[src/isrt_pkg.sv]
// Shared constants and types for the insertion sorter cell chain.
`timescale 1ns / 1ps
`default_nettype none

package isrt_pkg;

  localparam int MAX_ITEMS = 16;
  localparam int DATA_W    = 32;

  // What one cell shows to its neighbors.
  typedef struct packed {
    logic signed [DATA_W-1:0] val;  // held element
    logic                     occ;  // cell holds an element
    logic                     sfx;  // this cell and all held cells to its right move up
  } cell_link_t;

  // Broadcast control from the top level to every cell.
  typedef struct packed {
    logic                     insert;  // insert new_val this cycle
    logic                     shift;   // move the list one cell toward the output
    logic                     desc;    // descending order
    logic signed [DATA_W-1:0] new_val; // incoming element
  } cell_ctrl_t;

endpackage

`default_nettype wire

[src/isrt_cell.sv]
// One cell of the sorting chain: holds one element and its occupied flag.
`timescale 1ns / 1ps
`default_nettype none

module isrt_cell
  import isrt_pkg::*;
(
  input  wire logic       clk,
  input  wire logic       rst,
  input  wire cell_ctrl_t ctrl,
  input  wire cell_link_t left_in,
  input  wire cell_link_t right_in,
  output cell_link_t      link
);

  logic signed [DATA_W-1:0] val;
  logic                     occ;
  logic                     goes_after;

  // held element must move past the incoming one
  always_comb begin
    goes_after = occ && (ctrl.desc ? (val < ctrl.new_val) : (val > ctrl.new_val));
  end

  assign link.val = val;
  assign link.occ = occ;
  // empty cells pass the chain through
  assign link.sfx = !occ || (goes_after && right_in.sfx);

  // payload
  always_ff @(posedge clk) begin
    if (ctrl.insert) begin
      if (link.sfx) begin
        val <= left_in.sfx ? left_in.val : ctrl.new_val;
      end
    end else if (ctrl.shift) begin
      val <= right_in.val;
    end
  end

  // occupancy
  always_ff @(posedge clk) begin
    if (rst) begin
      occ <= 1'b0;
    end else if (ctrl.insert) begin
      occ <= occ | left_in.occ;
    end else if (ctrl.shift) begin
      occ <= right_in.occ;
    end
  end

endmodule

`default_nettype wire

[src/insertion_sorter_core.sv]
// Top level of the insertion sorter: cell chain, input/output handshakes and config bit.
`timescale 1ns / 1ps
`default_nettype none

// Stable insertion sorter for signed 32-bit values. Values arrive on the s_ side
// and are inserted into a chain of MAX_ITEMS cells, so the input side
// takes one value per clock while a set is being collected. Each cell compares its
// element with the incoming value; a chain of flags running from the tail tells
// every cell whether it moves up one place, and the cell where that run starts
// takes the new value. Equal values go after those already held. When a value with
// s_tlast arrives it is inserted and the chain then drains from cell 0 to the m_
// side, one result per cycle while m_tready is high, the final one marked with
// m_tlast. During draining s_tready is low, so no value of the next set is taken
// until this set has drained. Values arriving with the chain full are dropped and
// every result of that set carries m_tuser (dropped) high. The descending bit is
// written on the cfg_ channel (always ready) and must only change while idle.
module insertion_sorter_core
  import isrt_pkg::*;
(
  input  wire logic        clk,
  input  wire logic        rst,
  // input stream
  input  wire logic        s_tvalid,
  output logic             s_tready,
  input  wire logic [31:0] s_tdata,   // [31:0] value
  input  wire logic        s_tlast,   // last_in
  // output stream
  output logic             m_tvalid,
  input  wire logic        m_tready,
  output logic [31:0]      m_tdata,   // [31:0] sorted_value
  output logic             m_tlast,   // last_out
  output logic             m_tuser,   // [0] dropped
  // configuration
  input  wire logic        cfg_valid,
  output logic             cfg_ready,
  input  wire logic        cfg_data   // descending
);

  localparam logic ST_IDLE = 1'b0;
  localparam logic ST_EMIT = 1'b1;

  logic       state;
  logic       descending;
  logic       overflow_seen;
  logic       in_xfer;
  logic       out_xfer;
  logic       full;
  cell_ctrl_t ctrl;
  cell_link_t links [MAX_ITEMS];

  assign cfg_ready = 1'b1;
  assign s_tready  = (state == ST_IDLE);
  assign in_xfer   = s_tvalid && s_tready;
  assign full      = links[MAX_ITEMS-1].occ;

  // output comes straight from the head cell register
  assign m_tvalid  = (state == ST_EMIT);
  assign m_tdata   = links[0].val;
  assign m_tlast   = !links[1].occ;
  assign m_tuser   = overflow_seen;
  assign out_xfer  = m_tvalid && m_tready;

  assign ctrl.insert  = in_xfer && !full;
  assign ctrl.shift   = out_xfer;
  assign ctrl.desc    = descending;
  assign ctrl.new_val = s_tdata;

  generate
    for (genvar i = 0; i < MAX_ITEMS; i++) begin : g_cell
      cell_link_t left_in;
      cell_link_t right_in;

      if (i == 0) begin : g_head
        // head: always takes the new value when the run of moves reaches it
        assign left_in.val = s_tdata;
        assign left_in.occ = 1'b1;
        assign left_in.sfx = 1'b0;
      end else begin : g_mid
        assign left_in = links[i-1];
      end

      if (i == MAX_ITEMS - 1) begin : g_tail
        assign right_in.val = links[i].val;
        assign right_in.occ = 1'b0;
        assign right_in.sfx = 1'b1;
      end else begin : g_body
        assign right_in = links[i+1];
      end

      isrt_cell u_cell (
        .clk      (clk),
        .rst      (rst),
        .ctrl     (ctrl),
        .left_in  (left_in),
        .right_in (right_in),
        .link     (links[i])
      );
    end
  endgenerate

  always_ff @(posedge clk) begin
    if (rst) begin
      descending <= 1'b0;
    end else if (cfg_valid && cfg_ready) begin
      descending <= cfg_data;
    end
  end

  always_ff @(posedge clk) begin
    if (rst) begin
      state         <= ST_IDLE;
      overflow_seen <= 1'b0;
    end else begin
      case (state)
        ST_IDLE: begin
          if (in_xfer) begin
            if (full) begin
              overflow_seen <= 1'b1;
            end
            // a set always holds at least one element here
            if (s_tlast) begin
              state <= ST_EMIT;
            end
          end
        end
        ST_EMIT: begin
          if (out_xfer && m_tlast) begin
            state         <= ST_IDLE;
            overflow_seen <= 1'b0;
          end
        end
        default: state <= ST_IDLE;
      endcase
    end
  end

endmodule

`default_nettype wire

[config.mk]
export PLATFORM = sky130hd
export DESIGN_NAME = insertion_sorter_core
export DESIGN_NICKNAME = d
export VERILOG_FILES = /design/src/isrt_pkg.sv /design/src/isrt_cell.sv /design/src/insertion_sorter_core.sv
export SDC_FILE = /design/constraint.sdc
export NUM_CORES = 2
export LEC_CHECK = 0
export ABC_CLOCK_PERIOD_IN_PS = 6000
export CELL_PAD_IN_SITES_DETAIL_PLACEMENT = 1
export CELL_PAD_IN_SITES_GLOBAL_PLACEMENT = 2
export CORE_ASPECT_RATIO = 1.5
export CORE_UTILIZATION = 38
export CTS_BUF_LIST = sky130_fd_sc_hd__clkbuf_16
export DETAILED_ROUTE_END_ITERATION = 10
export DONT_BUFFER_PORTS = 1
export GPL_TIMING_DRIVEN = 0
export PLACE_DENSITY_LB_ADDON = 0.1
export SYNTH_ARGS = -nofsm -noshare
export SYNTH_HDL_FRONTEND = slang
export SYNTH_SLANG_ARGS = --single-unit
[constraint.sdc]
create_clock -name clk -period 6 [get_ports clk]
set_clock_uncertainty 0.1 [all_clocks]
set_input_delay 0 -clock clk [delete_from_list [all_inputs] [get_ports clk]]
set_output_delay 0 -clock clk [all_outputs]
set_load 0.05 [all_outputs]
==> flow_summary_export.csv <==
group,metric,value,unit
die,core_area,0.0997,mm2
route,wl,184,mm
worst_setup_path,startpoint_type,"primary input",
worst_setup_path,rr_endpoint,"g_cell[0].u_cell.val[14]",
yosys,synth.net_count,4571,
final_layout,fillers,11300,
worst_setup_path,rr_worst_depth,16,
cts,cts_tree,"built",
cts,cts_root_buf,"clkbuf_16",
global_route,grt_pass1_wl,258,mm
flow_run,cap_violations,1,
cts,clock-sinks,531,
yosys,synth_compound_area_share,18.2,%
final_layout,final_cell_mix,"nand2_1, ha_1, edfxtp_1, o21ai_0, a21oi_1",
worst_setup_path,startpoint,"s_tdata[30]",
worst_setup_path,crit_path_end,"g_cell[0].u_cell.val[14]",
worst_setup_path,endpoint_kind,"flop",
yosys,synth_largest_area_cell,"edfxtp_1",
final_layout,n_antenna_cell,0,
cts,postCtsSetupBuffers,0,
yosys,synth-xor-area-share,0.0918,%
outcome,violations,"max-capacitance violations, max-slew violations",
timing,timing.final.crit_share,99.6,%
worst_setup_path,crit_required,6.27,ns
global_route,grt_antenna_before_repair,3,
yosys,ys_seq_elements,531,
cts,insertion_delay,0.68,ns
global_route,grt-ovfl-total,0,
cts,htreeDepth,2,
die,num_rows,142,
worst_setup_path,crit_path_max_fanout,17,
route,dr_wl_met2,94.4,mm
yosys,yosysWarningCount,0,
route,routedWlPerCell,33.5,um
worst_setup_path,arrival,6.25,ns
final_layout,fin_cells,5490,
final_layout,layout_commonest_cell,"nand2_1",
yosys,async_flop_share,0,%
die,ios,76,
worst_setup_path,r2r-start,"g_cell[13].u_cell.val[31]",
timing,finalSetupViolCount,0,
cts,clock_path_buffers,3,
route,top_layer_used,"met5",
final_layout,nets,4696,
global_route,track_usage,36.0,%
cts,clk_pin_slew,0.06,ns
worst_setup_path,path_cells,"dlygate4sd3_1, inv_1, buf_16, ha_1, nand4_1, or3_1, or3_1, a41oi_1, o21ai_1, a2bb2oi_1, a31oi_1, o31ai_1, nand3_2, a2111oi_4, o31a_1, buf_2, nor2_1, o21ai_4, buf_16",
die,die_height,390,um
worst_setup_path,r2r_setup_slack,0.05,ns
yosys,synth-adder-area-share,16.8,%
worst_setup_path,cp_slowest_stage_delay,0.58,ns
route,dr_total_vias,34300,
final_layout,layout-drive-gt1-share,5.67,%
die,start_util,38.3,%
yosys,yosys-top-cells-area,"edfxtp_1, ha_1, o21ai_0, mux2i_1, nand2_1",
cts,cts_buffers,60,
die,die_width,261,um
global_route,grt_pass1_vias,36600,
route,drc,0,
yosys,ys.flop_type,"edfxtp_1",
timing,hold-worst-slack,0.0463,ns
route,ant_nets,0,
yosys,yosysTopAreaCellShare,40.3,%
placement,place_hpwl,141,mm
power,powerDensity,313,mW/mm2
timing,hold_violations,0,
final_layout,post-route-util,43.0,%
power,worst_ir_drop_vdd,0.247,mV
yosys,postSynthCellCount,4020,
yosys,synth_area_per_cell,9.50,um2
worst_setup_path,crit_slowest_cell,"inv_1",
yosys,yosys.area_share.simple,13.9,%
yosys,synth_top_family_by_area,"compound AO/OA/AOI/OAI gates",
die,dieArea,0.102,mm2
global_route,grt_max_degree,33,
timing,grt_setup_unrepaired,"true",
placement,place_congestion,0.904,
route,met3WireLength,7.02,mm
yosys,yosysSeqAreaShare,41.3,%
yosys,muxShareOfSynthArea,6.31,%
placement,portBuffers,0,
final_layout,area_growth,12.3,%
timing,slew_viol_final,11,
worst_setup_path,path_class,"in -> reg",
timing,tightest_slew,1.51,ns
yosys,syn-cell-area,0.0382,mm2
min_path,hp-class,"in -> reg",
route,first_pass_iters,5,
yosys,synth_edf_count,512,
timing,period_minus_slack,5.98,ns
timing,slew-limit-headroom,-0.876,%
route,first_iter_violations,2193,
outcome,status,"finished with violations",
timing,fmax,0.167,GHz
route,viasPerCell,6.25,
power,p_leak,16.9,nW
yosys,synthDistinctLibCells,83,
route,drt-met1-wl,63.6,mm
placement,place_inst,5343,
-- report_power, final --
| group | total, mW | switching (mW) | internal, mW | leakage (nW) |
|---|---|---|---|---|
| Combinational | 3.73 | 2.43 | 1.30 | 10.7 |
| Sequential | 5.75 | 0.875 | 4.88 | 5.18 |
| Clock | 3.93 | 1.75 | 2.18 | 0.989 |
| Total | 13.4 | 5.05 | 8.37 | 16.9 |
-- kinds of logic (layout without fill, tap and decap cells) --
logic type	count (synthesis)	after routing
XOR/XNOR	4	4
other	1	1
adder cells (fa/ha/maj)	512	512
AND/OR/NAND/NOR	1213	1213
multiplexers	240	240
buffers and inverters	326	500
AO/OA/AOI/OAI	1193	1193
flip-flops	531	531
-- final cells by class --
cell class | count | area (um2) | area share (%)
Buffer | 250 | 1070 | 2.49
Clock buffer | 61 | 1530 | 3.56
Clock inverter | 50 | 459 | 1.07
Inverter | 76 | 288 | 0.671
Multi-Input combinational cell | 3163 | 21200 | 49.5
Sequential cell | 531 | 15800 | 36.7
Tap cell | 1296 | 1620 | 3.78
Timing Repair Buffer | 63 | 938 | 2.19
-- cells in the mapped netlist (8+ instances only) --
| cell type | instances |
|---|---|
| a21oi_1 | 301 |
| o21a_1 | 34 |
| a211oi_1 | 37 |
| a21o_1 | 64 |
| o31ai_1 | 10 |
| clkbuf_1 | 202 |
| o21ai_1 | 37 |
| nand2b_1 | 16 |
| o211ai_1 | 51 |
| nor2_1 | 274 |
| o21ai_0 | 491 |
| edfxtp_1 | 512 |
| and3_1 | 9 |
| a21boi_0 | 9 |
| mux2i_1 | 235 |
| nand4_1 | 125 |
| a31oi_1 | 74 |
| nand3_1 | 70 |
| dfxtp_1 | 19 |
| inv_1 | 75 |
| nor2b_1 | 25 |
| buf_2 | 26 |
| buf_1 | 9 |
| nor4_1 | 15 |
| ha_1 | 512 |
| o221ai_1 | 8 |
| nand2_1 | 602 |
| or3_1 | 9 |
| nor3_1 | 41 |
-- how the worst min path moves through the flow --
stage | from | end | depth (start not counted)
3_5_place_dp | s_tlast | m_tvalid | 2
6_report | m_tready | g_cell[7].u_cell.occ | 4
5_1_grt | s_tdata[26] | g_cell[12].u_cell.val[26] | 3
4_1_cts | s_tdata[26] | g_cell[12].u_cell.val[26] | 3
2_1_floorplan | cfg_data | descending | 2
3_3_place_gp | s_tlast | m_tvalid | 2
-- repair_timing --
item                                   CTS  global route
setup endpoints to repair              149           121
hold buffers                            36             0
resized for setup                        5             5
endpoints found under the hold margin  103             0
-- stage by stage --
stage	area [um2]	setup TNS (ns)	setup slack, ns	total power [mW]
final	42900	0	0.0215	13.4
after global routing	42900	-2.32	-0.141	14.0
after CTS	42900	0	0.0190	13.4
after detailed placement	40500	-106.90	-0.663	9.48
after global placement	39800	-921.41	-3.30	9.30
after floorplan	38200	0	0.125	7.74
-- per-layer routing --
layer	global-route usage [%]	up-vias
li1	-	15400
met1	36.4	17300
met2	65.1	1068
met3	3.84	594
met4	31.1	2
met5	0	-
-- sequential cells by signal, indices dropped and copies added (netlist names) --
name and flops:
g_cell.u_cell.val 512, m_tuser 1, g_cell.u_cell.occ 16, m_tvalid 1
descending 1
-- worst max-delay path: cells and delay by family --
family                     cells  cell delay [ns]
adders and majority gates      1             0.17
and+or+nand+nor                5             1.31
AOI/OAI and AO/OA              8             2.85
buffers and inverters          5             1.86
No activity file was read; power rests on OpenSTA's default activity.
